## src/hw/rtl/chae_pkg.sv

```systemverilog
`timescale 1ns / 1ps

package chae_pkg;

  // request types
  localparam logic [1:0] REQ_LOAD   = 2'd0;
  localparam logic [1:0] REQ_BUILD  = 2'd1;
  localparam logic [1:0] REQ_ENCODE = 2'd2;

  // result status codes
  localparam logic [1:0] STAT_OK        = 2'd0;
  localparam logic [1:0] STAT_NOT_BUILT = 2'd1;
  localparam logic [1:0] STAT_NO_CODE   = 2'd2;

  // fixed field widths
  localparam int unsigned REQ_W   = 2;
  localparam int unsigned SYM_W   = 8;
  localparam int unsigned LEN_W   = 6;
  localparam int unsigned CODE_W  = 32;
  localparam int unsigned TOTAL_W = 32;
  localparam int unsigned STAT_W  = 2;

  // parameter defaults
  localparam int unsigned NUM_SYMBOLS_DEF  = 256;
  localparam int unsigned MAX_CODE_LEN_DEF = 32;

endpackage

```

## src/hw/rtl/chae_len_store.sv

```systemverilog
`timescale 1ns / 1ps

// code length table, one write and one registered read per cycle;
// an entry never written since reset reads as zero
module chae_len_store #(
  parameter int unsigned NUM_SYMBOLS = chae_pkg::NUM_SYMBOLS_DEF,
  parameter int unsigned IDX_W       = $clog2(NUM_SYMBOLS)
) (
  input  logic                       clk,
  input  logic                       rst_n,
  input  logic                       wr_en,
  input  logic [IDX_W-1:0]           wr_addr,
  input  logic [chae_pkg::LEN_W-1:0] wr_data,
  input  logic [IDX_W-1:0]           rd_addr,
  output logic [chae_pkg::LEN_W-1:0] rd_data
);

  logic [chae_pkg::LEN_W-1:0] mem [NUM_SYMBOLS];
  logic [NUM_SYMBOLS-1:0]     vld_r;
  logic [chae_pkg::LEN_W-1:0] rd_data_r;

  always_ff @(posedge clk) begin
    if (!rst_n) begin
      vld_r <= '0;
    end else if (wr_en) begin
      vld_r[wr_addr] <= 1'b1;
    end
  end

  always_ff @(posedge clk) begin
    if (wr_en) begin
      mem[wr_addr] <= wr_data;
    end
    rd_data_r <= vld_r[rd_addr] ? mem[rd_addr] : '0;
  end

  assign rd_data = rd_data_r;

endmodule

```

## config.mk

```make
export PLATFORM = sky130hd
export DESIGN_NAME = chae_len_store
export DESIGN_NICKNAME = d
export VERILOG_FILES = /design/src/hw/rtl/chae_pkg.sv /design/src/hw/rtl/chae_len_store.sv
export SDC_FILE = /design/constraint.sdc
export NUM_CORES = 2
export LEC_CHECK = 0
export ABC_AREA = 1
export BUFFER_PORTS_ARGS = -buffer_cell sky130_fd_sc_hd__buf_2
export CAP_MARGIN = 10
export CORE_ASPECT_RATIO = 1.1
export CORE_MARGIN = 2
export CORE_UTILIZATION = 33
export DETAILED_ROUTE_END_ITERATION = 7
export HOLD_SLACK_MARGIN = 0.06
export PLACE_DENSITY = 0.52
export SYNTH_ARGS = -nofsm -noshare
export SYNTH_HDL_FRONTEND = slang
export SYNTH_SLANG_ARGS = --single-unit
```

## constraint.sdc

```tcl
create_clock -name clk -period 4.3 [get_ports clk]
set_input_delay 0.215 -clock clk [delete_from_list [all_inputs] [get_ports clk]]
set_output_delay 0.215 -clock clk [all_outputs]
set_load 0.05 [all_outputs]
```

; Word-level counts from Yosys, hierarchy flattened
; Memories as Yosys holds them, arrays and structs flattened. A register that Yosys moved wholly into a read port is not among the register bits.
; Cells that the tools add are included.
; Widths: inputs -> output; s select.
[totals]
output_inout_bits = 6
mem_bits_ro = 0
latchBits = 0
ff_bits = 256
word_cells = 14
in_bits = 25
mem_bits_rw = 1536
n_memories = 1
[mem_list]
columns = memory, words, word_bits, read_ports, rd_ports_with_merged_regs, write_ports, line_no
row1 = mem, 256, 6, 1, 1, 1, chae_len_store.sv:18  ; logic [chae_pkg::LEN_W-1:0] mem [NUM_SYMBOLS];
[classes]
n_shift = 0
div = 0
mux = 6
bitwise = 1
eq_ne = 0
n_mul = 0
n_reduce_logical = 2
n_addsub = 0
magnitude_cmp = 3
[ops]
columns = operator, count
row1 = $or 256x256->256, 1
row2 = $lt 8x9->1 const B, 2
row3 = $bmux 1 s8, 1
row4 = $demux 1 s8, 1
row5 = $ge 8x1->1 const B, 1
row6 = $mux 1, 4
row7 = $logic_and 1x1->1, 1
row8 = $logic_not 1->1, 1

; Logic depth before layout (Yosys ltp)
[depth]
word_depth = 5
depth_mapped = 17
ltp_nobuf = 13

; Worst setup path before layout
; Ideal clock, no wire load.
[synth_timing]
kind = input-to-reg
startpoint = in wr_en
endpoint = mem mem[160][0] (netlist bit), enable pin
path_stages = 6
required_time_ns = 3.943
setup_ns = 0.357
path_buffers = 2
slack_ns = 2.667
t_arrival_ns = 1.276
cell_sequence = inv_1 > clkbuf_1 > nor3_1 > inv_1 > clkbuf_1 > nor2_1
[synth_via]
elab_chain_len = 2
[synth_rtl]
columns = item, line_no
row1 = from (decl), chae_len_store.sv:11  ; input logic wr_en,
row2 = $mux 1, chae_len_store.sv:31  ; if (wr_en) begin
row3 = $mux 1 (not written as such), chae_len_store.sv:32  ; mem[wr_addr] <= wr_data;
row4 = to (decl), chae_len_store.sv:18
; No other way between the ends.

; Worst setup path in the final report
[layout_timing]
startpoint = in rd_addr[0]
endpoint = reg rd_data_r (netlist bit rd_data[3]) (read register of mem)
[layout_via]
elab_chain_len = 3
[layout_rtl]
columns = item, line_no
row1 = from (decl), chae_len_store.sv:14  ; input logic [IDX_W-1:0] rd_addr,
row2 = $bmux 1 s8, chae_len_store.sv:34  ; rd_data_r <= vld_r[rd_addr] ? mem[rd_addr] : '0;
row3 = $mux 1 (not written as such), chae_len_store.sv:34
row4 = $logic_not 1->1 (no line), -
row5 = to (decl), chae_len_store.sv:20  ; logic [chae_pkg::LEN_W-1:0] rd_data_r;
; Parallel ways exist; a longest one is shown, timed or not. The select of a mux whose other input is x is not followed.
; A chain may end at the register's enable or synchronous reset.

==> metrics.csv <==
stage;metric;value;unit
outcome;outcome;finished clean;
yosys;synth_edf_count;1536;
global_route;first_global_vias;47774;
routing;totalWireLength;213;mm
critical_path;endpoint;rd_data[3];
yosys;ys_top_cells_by_area;edfxtp_1 63%, nand3_1 12%, nand2_1 9.9%;
yosys;synth.most_common_cell;nand2_1;
critical_path;endpoint_kind;flip-flop;
critical_path;path_class;input pin to flip-flop;
routing;dr.first_iter.drc_count;4969;
yosys;syn_area_per_cell;10.8;um2
clock_network;clk_latency;830;ps
timing;max_slew_margin;12.0;%
yosys;async_flop_share;0;%
yosys;ys_seq_elements;1798;
timing;rsz0062_at_grt;false;
placement;place_hpwl;122;mm
critical_path;cp.required;5080;ps
yosys;syn_inst;6797;
yosys;syn-num-nets;6822;
floorplanning;std_cell_rows;181;
clock_network;cts.sinks;1798;
worst_hold_path;min_path_type;input pin to flip-flop;
floorplanning;die_height;498;um
yosys;synth_top_cell_by_area;edfxtp_1;
timing;max_freq;0.435;GHz
critical_path;crit_fanout;137;
clock_network;cts_buffer_depth;3;
yosys;synth.top_cell.area_share;63.1;%
routing;wl_per_cell;21.8;um
yosys;synth_ff_type;edfxtp_1;
routing;vias;49575;
routing;antenna_left;0;
timing;setup_viol;0;
global_route;antenna_found_initial;8;
power;powerDensity;454;nW/um2
routing;route.met3.wl;11.8;mm
routing;wl_met1;91.8;mm
critical_path;ff2ff_setup_slack;2310;ps
global_route;grt_usage;18.7;%
cells_and_area;multi_input_area;18900;um2
power;peakVddDrop;0.000424;V
timing;timing.final.crit_share;53.4;%
clock_network;root_buffer;clkbuf_16;
cells_and_area;area_growth;12.2;%
routing;firstDrtPassIters;8;
placement;gp_congestion;0.822;
placement;portBuffers;30;
routing;met2_wirelength;103;mm
power;total_power;37.2;mW
routing;top_layer;met4;
global_route;grt_max_degree;162;
clock_network;post_cts_resized;0;
cells_and_area;fillers;21622;
critical_path;r2r-end;rd_data[1];
timing;skew;49.0;ps
cells_and_area;regArea;51400;um2
timing;drv_slew;0;
floorplanning;coreArea;221000;um2
routing;drt_drc_violations_left;0;
run;max_cap_violations;0;
critical_path;reg2reg_from;mem[95][1];
timing;finalHoldViolations;0;
yosys;synth_top_cells_by_count;1922 x nand2_1, 1722 x nand3_1, 1536 x edfxtp_1;
floorplanning;die_area;225000;um2
global_route;gr-total-overflow;0;
timing;setup_tns;0;ps
cells_and_area;layout-drive-gt1-share;6.35;%
critical_path;r2r_cells;12;
critical_path;critPathArrivalTime;3080;ps
floorplanning;initial_core_util;33.1;%
yosys;synth-seq-area-share;70.3;%
clock_network;htree_levels;4;
timing;period_needed;2300;ps
routing;viasPerCell;5.07;
floorplanning;die_w;453;um
critical_path;startpoint;rd_addr[0];
yosys;synth_cell_types;18;
clock_network;cts_inserted_buffers;178;
timing;tightestPinTransition;1320;ps
yosys;syn_area;73100;um2
clock_network;cts_tree;done;
floorplanning;io_pins;31;
cells_and_area;layout.nets;6718;
global_route;grt_first_pass_wirelength;318;mm
power;p_leak;28.5;nW
clock_network;cts.clk_slew.worst_paths;60;ps
critical_path;start_kind;input pin;
yosys;yosys_warnings;0;
-- logic make-up (layout without fill, tap and decap cells) --
kind of cell	Yosys count	after routing	synth area share [%]
DFF	1798	1798	70.3
other	0	6	0
buffers and inverters	533	586	3.80
and+or+nand+nor	4461	4461	25.9
AOI/OAI and AO/OA	5	5	0.0514
-- critical path, cell delays in order --
cell     delay (ps)
buf_8           170
inv_16          390
buf_4           760
nand2_1         100
nand3_1         110
nand3_1          80
nand3_1         170
nand3_1         160
nand2_1         170
nand2_1          70
nand3_1         140
nand3_1         110
nand2_1         100
nand2_1          60
inv_1            50
-- routing by layer --
layer	global-route usage (%)	vias up
li1	-	23195
met1	25.3	24517
met2	30.9	1551
met3	2.34	312
met4	6.10	0
met5	0	-
-- cell type report --
type | instances | area share (%)
Tap cell | 2928 | 4.47
Inverter | 80 | 0.416
Timing Repair Buffer | 169 | 2.06
Clock inverter | 106 | 1.42
Multi-Input combinational cell | 4466 | 23.1
Clock buffer | 231 | 5.89
Sequential cell | 1798 | 62.6
Antenna cell | 6 | 0.0183
-- through the flow --
stage,hold slack (ps),cells,utilization (%),setup slack [ps],area [um2]
global route,108,9779,37.2,1780,82000
floorplan,314,6797,-,2670,73100
finish,128,9784,37.2,2000,82000
global placement,447,9432,34.4,1140,75900
detailed placement,453,9432,34.4,1180,75900
CTS,64.8,9777,37.2,2070,82000
-- how the worst min path moves through the flow --
stage,slack [ps],cells past startpoint,start,to
floorplan,310,0,wr_data[0],mem[0][0]
global placement,450,1,vld_r[255],vld_r[255]
detailed placement,450,1,vld_r[255],vld_r[255]
CTS,60,6,rd_addr[6],rd_data[1]
global route,110,6,rd_addr[6],rd_data[1]
finish,130,6,rd_addr[6],rd_data[1]
-- flip-flops by register name, indices dropped and copies added (netlist names) --
name     flops
mem       1536
vld_r      256
rd_data      6
-- power breakdown --
group / switching, mW / internal, mW
sequential: 0.0228 / 18.9
clock: 6.87 / 9.12
combinational: 1.73 / 0.517
-- what timing repair did --
| action | in CTS | in global routing |
|---|---|---|
| setup buffers | 0 | 0 |
| hold buffers | 8 | 0 |
| hold endpoints to repair | 523 | 0 |
| setup endpoints to repair | 0 | 0 |
-- placed cells by master, fill, tap and decap left out --
master	instances
nand2_1	1922
nand3_1	1722
edfxtp_1	1536
nor2_1	811
dfxtp_1	262
clkbuf_16	181
buf_4	100
inv_1	73
clkbuf_1	39
clkinv_2	36
clkinv_1	32
buf_12	31
buf_2	21
bufinv_16	19
clkbuf_8	12
dlygate4sd3_1	8
buf_8	8
diode_2	6
nor3_1	5
o21a_1	5
clkinv_16	5
inv_6	5
clkinvlp_4	5
inv_8	4
clkinv_8	3
inv_2	2
inv_16	1
inv_4	1
nand2_2	1
Note: power is estimated with default switching activity, not from simulation.
