--- src/hw/rtl/chae_pkg.sv ---
`timescale 1ns / 1ps

package chae_pkg;

  // request types
  localparam logic [1:0] REQ_LOAD   = 2'd0;
  localparam logic [1:0] REQ_BUILD  = 2'd1;
  localparam logic [1:0] REQ_ENCODE = 2'd2;

  // result status codes
  localparam logic [1:0] STAT_OK        = 2'd0;
  localparam logic [1:0] STAT_NOT_BUILT = 2'd1;
  localparam logic [1:0] STAT_NO_CODE   = 2'd2;

  // fixed field widths
  localparam int unsigned REQ_W   = 2;
  localparam int unsigned SYM_W   = 8;
  localparam int unsigned LEN_W   = 6;
  localparam int unsigned CODE_W  = 32;
  localparam int unsigned TOTAL_W = 32;
  localparam int unsigned STAT_W  = 2;

  // parameter defaults
  localparam int unsigned NUM_SYMBOLS_DEF  = 256;
  localparam int unsigned MAX_CODE_LEN_DEF = 32;

endpackage

--- src/hw/rtl/chae_code_step.sv ---
`timescale 1ns / 1ps

// one canonical assignment step: shift by length growth, mask, increment
module chae_code_step (
  input  logic [chae_pkg::CODE_W-1:0] code_in,
  input  logic [chae_pkg::LEN_W-1:0]  prev_len,
  input  logic [chae_pkg::LEN_W-1:0]  cur_len,
  output logic [chae_pkg::CODE_W-1:0] code_out,
  output logic [chae_pkg::CODE_W-1:0] code_next
);

  logic [chae_pkg::LEN_W-1:0]  shamt;
  logic [chae_pkg::CODE_W-1:0] shifted;
  logic [chae_pkg::CODE_W-1:0] mask;

  always_comb begin
    if ((prev_len != '0) && (cur_len > prev_len)) begin
      shamt = cur_len - prev_len;
    end else begin
      shamt = '0;
    end
    shifted   = code_in << shamt;
    // a shift by the full width gives zero, so a full-length mask is all ones
    mask      = ~({chae_pkg::CODE_W{1'b1}} << cur_len);
    code_out  = shifted & mask;
    code_next = code_out + chae_pkg::CODE_W'(1);
  end

endmodule

--- config.mk ---
export PLATFORM = sky130hd
export DESIGN_NAME = chae_code_step
export DESIGN_NICKNAME = d
export VERILOG_FILES = /design/src/hw/rtl/chae_pkg.sv /design/src/hw/rtl/chae_code_step.sv
export SDC_FILE = /design/constraint.sdc
export NUM_CORES = 1
export LEC_CHECK = 0
export CAP_MARGIN = 20
export CORE_MARGIN = 4
export CORE_UTILIZATION = 55
export DETAILED_ROUTE_END_ITERATION = 10
export DONT_BUFFER_PORTS = 1
export PLACE_DENSITY = 0.74
export SETUP_SLACK_MARGIN = 0.15
export SYNTH_ARGS = -nofsm -noshare
export SYNTH_HDL_FRONTEND = slang
export SYNTH_SLANG_ARGS = --single-unit
--- constraint.sdc ---
create_clock -name vclk -period 6.94
set_input_delay 0.694 -clock vclk [all_inputs]
set_output_delay 0.694 -clock vclk [all_outputs]
set_load 0.03 [all_outputs]
# ---- Word-level counts from Yosys, hierarchy flattened
# Cells that the tools add are included.
dict set report classes {
  n_addsub 2
  n_lt_le_gt_ge 1
  shifts 2
  muxes 1
  bitwise 2
  n_reduce_logical 2
}
# operator n
set op_table {}
lappend op_table {{adder 32 x 1 -> 32 bit (second input constant)} 1}
lappend op_table {{bitwise AND 32 bit} 1}
lappend op_table {{inverter 32 bit} 1}
lappend op_table {{<< shifter 32 x 6 -> 32 bit} 1}
lappend op_table {{<< shifter 32 x 6 -> 32 bit (first input constant)} 1}
lappend op_table {{> comparator 6 bit} 1}
lappend op_table {{two-way mux 6 bit} 1}
lappend op_table {{nonzero test 6 bit} 1}
lappend op_table {{subtractor 6 bit} 1}
lappend op_table {{logical AND 1 bit} 1}
dict set report word_totals {
  ff_bits 0
  in_bits 44
  out_inout_bits 64
  elab_cells 10
}

# ---- Depth between registers and ports, before layout
dict set report logic_depth {
  word_depth 6
  ltp_mapped 22
  mapped_depth_nobuf 17
}

# ---- Worst setup path before layout
# Ideal clock, no wire load.
dict set report synth_path {
  path_type {in2out}
  from {in cur_len[0] in the netlist's numbering}
  to {out code_next[22] in the netlist's numbering}
  arrival_time_ps 6005
  required_ps 6246
  path_slack_ps 241
  cell_stages 22
  n_path_buf 6
  path_cell_list {inv_1 -> ha_1 -> inv_1 -> fa_1 -> buf_2 -> a211oi_2 -> o21a_1 -> buf_6 -> buf_6 -> buf_6 -> o21ai_0 -> and2_1 -> nor4_1 -> ha_1 -> and3_1 -> clkbuf_1 -> nand3_1 -> or3_1 -> buf_2 -> nor2_2 -> or4b_1 -> xnor2_1}
}
dict set report synth_via {
  elab_chain_cells 6
  elab_cells_between_ends 9
  cone_classes {2 x add/sub; 1 x order compare; 2 x shift; 1 x mux; 2 x bitwise; 1 x reduce/logical}
}
# item line
set synth_rtl {}
lappend synth_rtl {{start, declared} chae_code_step.sv:7} ;# input logic [chae_pkg::LEN_W-1:0] cur_len,
lappend synth_rtl {{> comparator 6 bit} chae_code_step.sv:17} ;# if ((prev_len != '0) && (cur_len > prev_len)) begin
lappend synth_rtl {{logical AND 1 bit} chae_code_step.sv:17}
lappend synth_rtl {{two-way mux 6 bit} chae_code_step.sv:17}
lappend synth_rtl {{<< shifter 32 x 6 -> 32 bit} chae_code_step.sv:22} ;# shifted = code_in << shamt;
lappend synth_rtl {{bitwise AND 32 bit (*)} chae_code_step.sv:25} ;# code_out = shifted & mask;
lappend synth_rtl {{via code_out, one bit} chae_code_step.sv:8} ;# output logic [chae_pkg::CODE_W-1:0] code_out,
lappend synth_rtl {{adder 32 x 1 -> 32 bit (*)} chae_code_step.sv:26} ;# code_next = code_out + chae_pkg::CODE_W'(1);
lappend synth_rtl {{end, declared} chae_code_step.sv:9} ;# output logic [chae_pkg::CODE_W-1:0] code_next
# Mark *: on every way through the listed nets, which the timed path passes. The rest lies on a longest branch.

# ---- Worst setup path after layout
dict set report layout_path {
  from {in cur_len[0] in the netlist's numbering}
  to {out code_next[22] in the netlist's numbering}
}
dict set report layout_via {
  elab_chain_cells 6
  elab_cells_between_ends 9
  cone_classes {2 x add/sub; 1 x order compare; 2 x shift; 1 x mux; 2 x bitwise; 1 x reduce/logical}
}
# item line
set layout_rtl {}
lappend layout_rtl {{> comparator 6 bit} chae_code_step.sv:17}
lappend layout_rtl {{logical AND 1 bit} chae_code_step.sv:17}
lappend layout_rtl {{two-way mux 6 bit} chae_code_step.sv:17}
lappend layout_rtl {{<< shifter 32 x 6 -> 32 bit} chae_code_step.sv:22}
lappend layout_rtl {{bitwise AND 32 bit (*)} chae_code_step.sv:25}
lappend layout_rtl {{adder 32 x 1 -> 32 bit (*)} chae_code_step.sv:26}
# Mark *: on every way between the ends. The rest lies on a longest branch, timed or not.

==> out/metrics.cfg <==
[global_route]
first_global_vias=5567
grt_overflow_total=0
track_usage_pct=38.5
grt_max_degree=32
antenna_found_initial=0
grt_pass1_wl_um=30300

[setup_path]
worst-path-buf-inv=5
critPathArrivalTime_ns=5.59
crit_type=in -> out
crit_required_ns=6.25
slowest_stage=fa_2
crit_fanout=22
crit_path_start=cur_len[0]
max_stage_delay_ns=0.82
cp_num_cells=16
path_delay_family=simple AND/OR/NAND/NOR gates
critPathCaptureType=output pin
worstPathCellList=inv_1 > ha_1 > inv_1 > fa_2 > clkinv_1 > nor4_4 > buf_4 > a21oi_1 > a211o_1 > a221oi_1 > and4_1 > nand3_2 > nor2_2 > or4b_1 > xnor2_1 > buf_4
crit_path_start_kind=primary input

[sta]
tightest_slew_ns=1.10
finalSetupViolCount=0
setup_tns_ns=0
min_period_over_period_pct=90.5
slew_violations=0
hold_viol_final=0
slew_headroom_pct=26.7
grt_setup_unrepaired=no
max_freq_mhz=159
period_needed_ns=6.28

[route]
drc=0
postRouteAntennaNets=0
routed_wl_um=19100
vias_per_cell=7.60
wl_per_cell_um=24.6
first_pass_iters=9
first_iter_violations=727
vias=5913

[finish]
seq_cells=0
nClkBuffers=0
drive_above_1_share_pct=16.6
final_nets=730
antenna-diode-count=0
syn2layout_area_growth_pct=8.28
regArea_um2=0

[power_and_ir_drop]
power.density_nw_per_um2=214
max-vdd-ir-drop_mv=0.113
finalPower_uw=1000
power.leakage_uw=0.00177

[min_path]
whs_path_depth=1
min_to=code_out[31]
hp-start=cur_len[5]
hp-class=in -> out

[synth]
ys_seq_area_share_pct=0
syn_area_um2=4340
syn_nets=719
yosys_warnings=0
syn_avg_cell_area_um2=6.50
synthCells=667
synth_cell_type_count=88

[clock_network]
cts-resized-gates=0
post-cts-setup-buffer-count=0
holdBufCountCts=0

[floorplan]
pin_count=108
row_count=32
die_x_um=96.8
design.die.area_um2=9370
die_y_um=96.8
floorplan.initialDensity_pct=56.4
core-area_um2=7690

[outcome]
status=finished clean

[job]
maxCapViolations=0

[placement]
place.port_buffers=0
gp_congestion=1.04
hpwl_um=14800

metrics by stage:
step / hold WS (ns) / cell area [µm²] / setup slack (ns) / utilization, % / instances
final: 1.66 / 4690 / 0.659 / 61.1 / 778
after global placement: 1.66 / 4690 / 0.948 / 61.0 / 777
after detailed placement: 1.66 / 4690 / 0.842 / 61.0 / 777
after global routing: 1.66 / 4690 / 0.392 / 61.1 / 778
after CTS: 1.66 / 4690 / 0.830 / 61.0 / 777
after floorplan: 1.66 / 4340 / 0.241 / - / 667
worst max path at each step:
| stage | endpoint | slack [ns] |
|---|---|---|
| 5_1_grt | code_next[30] | 0.39 |
| 2_1_floorplan | code_next[22] | 0.24 |
| 4_1_cts | code_next[30] | 0.83 |
| 3_3_place_gp | code_next[31] | 0.95 |
| 3_5_place_dp | code_next[30] | 0.84 |
| 6_report | code_next[22] | 0.66 |
per-layer routing:
metal / track usage (%) / share of wire [%] / up-vias
met3: 11.0 / 14 / 98
met4: 12.7 / 4.7 / 0
met2: 62.0 / 45 / 503
met5: 0 / 0 / -
met1: 49.1 / 37 / 2697
li1: - / - / 2615
where the power goes:
part           total [µW]  internal [µW]  switching (µW)
Clock                   0              0               0
Combinational        1000            320             683
Sequential              0              0               0
Total                1000            320             683
placed cells by master, fill, tap and decap left out, types with 10 or more instances in the layout:
master    count
nand2_1      69
buf_4        68
a21oi_1      51
nor2_1       50
nand3_1      30
inv_1        25
o21ai_0      25
xnor2_1      25
nor3_1       24
a211oi_1     17
nand4_1      15
mux2i_1      15
o211ai_1     14
and2_1       12
or3_1        10
xor2_1       10
cells in the mapped netlist (6+ instances only):
| library cell | number | area share (%) |
|---|---|---|
| and3_1 | 6 | 0.87 |
| nor3_1 | 24 | 2.8 |
| o211ai_1 | 14 | 2.4 |
| nand4_1 | 15 | 2.2 |
| nor4_1 | 10 | 1.4 |
| o31ai_1 | 9 | 1.6 |
| o21a_1 | 7 | 1.2 |
| o41ai_1 | 6 | 1.2 |
| a21oi_1 | 51 | 5.9 |
| a31oi_1 | 9 | 1.3 |
| clkbuf_1 | 20 | 1.7 |
| xnor2_1 | 25 | 5.1 |
| mux2i_1 | 15 | 3.5 |
| a22oi_1 | 7 | 1.2 |
| ha_1 | 7 | 2.0 |
| a21o_1 | 6 | 1.0 |
| o22ai_1 | 9 | 1.3 |
| xor2_1 | 10 | 2.0 |
| or3_1 | 10 | 1.4 |
| a211oi_1 | 17 | 2.9 |
| nand2_1 | 69 | 6.0 |
| buf_2 | 28 | 3.2 |
| and2_1 | 12 | 1.7 |
| o21ai_0 | 25 | 2.9 |
| inv_1 | 25 | 2.2 |
| nor2_1 | 51 | 4.4 |
| nand2b_1 | 9 | 1.3 |
| a221oi_1 | 7 | 1.4 |
| nand3_1 | 30 | 3.5 |
| a2111oi_0 | 7 | 1.4 |
cell families (layout without fill, tap and decap cells):
logic type                 count (synthesis)  in the layout  share of synthesized area (%)
muxes                                     18             18                           4.50
adders and majority gates                  8              8                           2.48
xor gates and xnor gates                  35             35                           7.07
and+or+nand+nor                          277            277                           35.3
buffers and inverters                     86             95                           9.41
AOI/OAI and AO/OA                        243            243                           41.2
layout make-up:
cell class	count	area (µm²)
timing repair buffer	69	518
fill	765	2990
tap	102	128
inverter	26	97.6
multi-input combinational	581	3950
No activity file was read; power rests on OpenSTA's default activity.
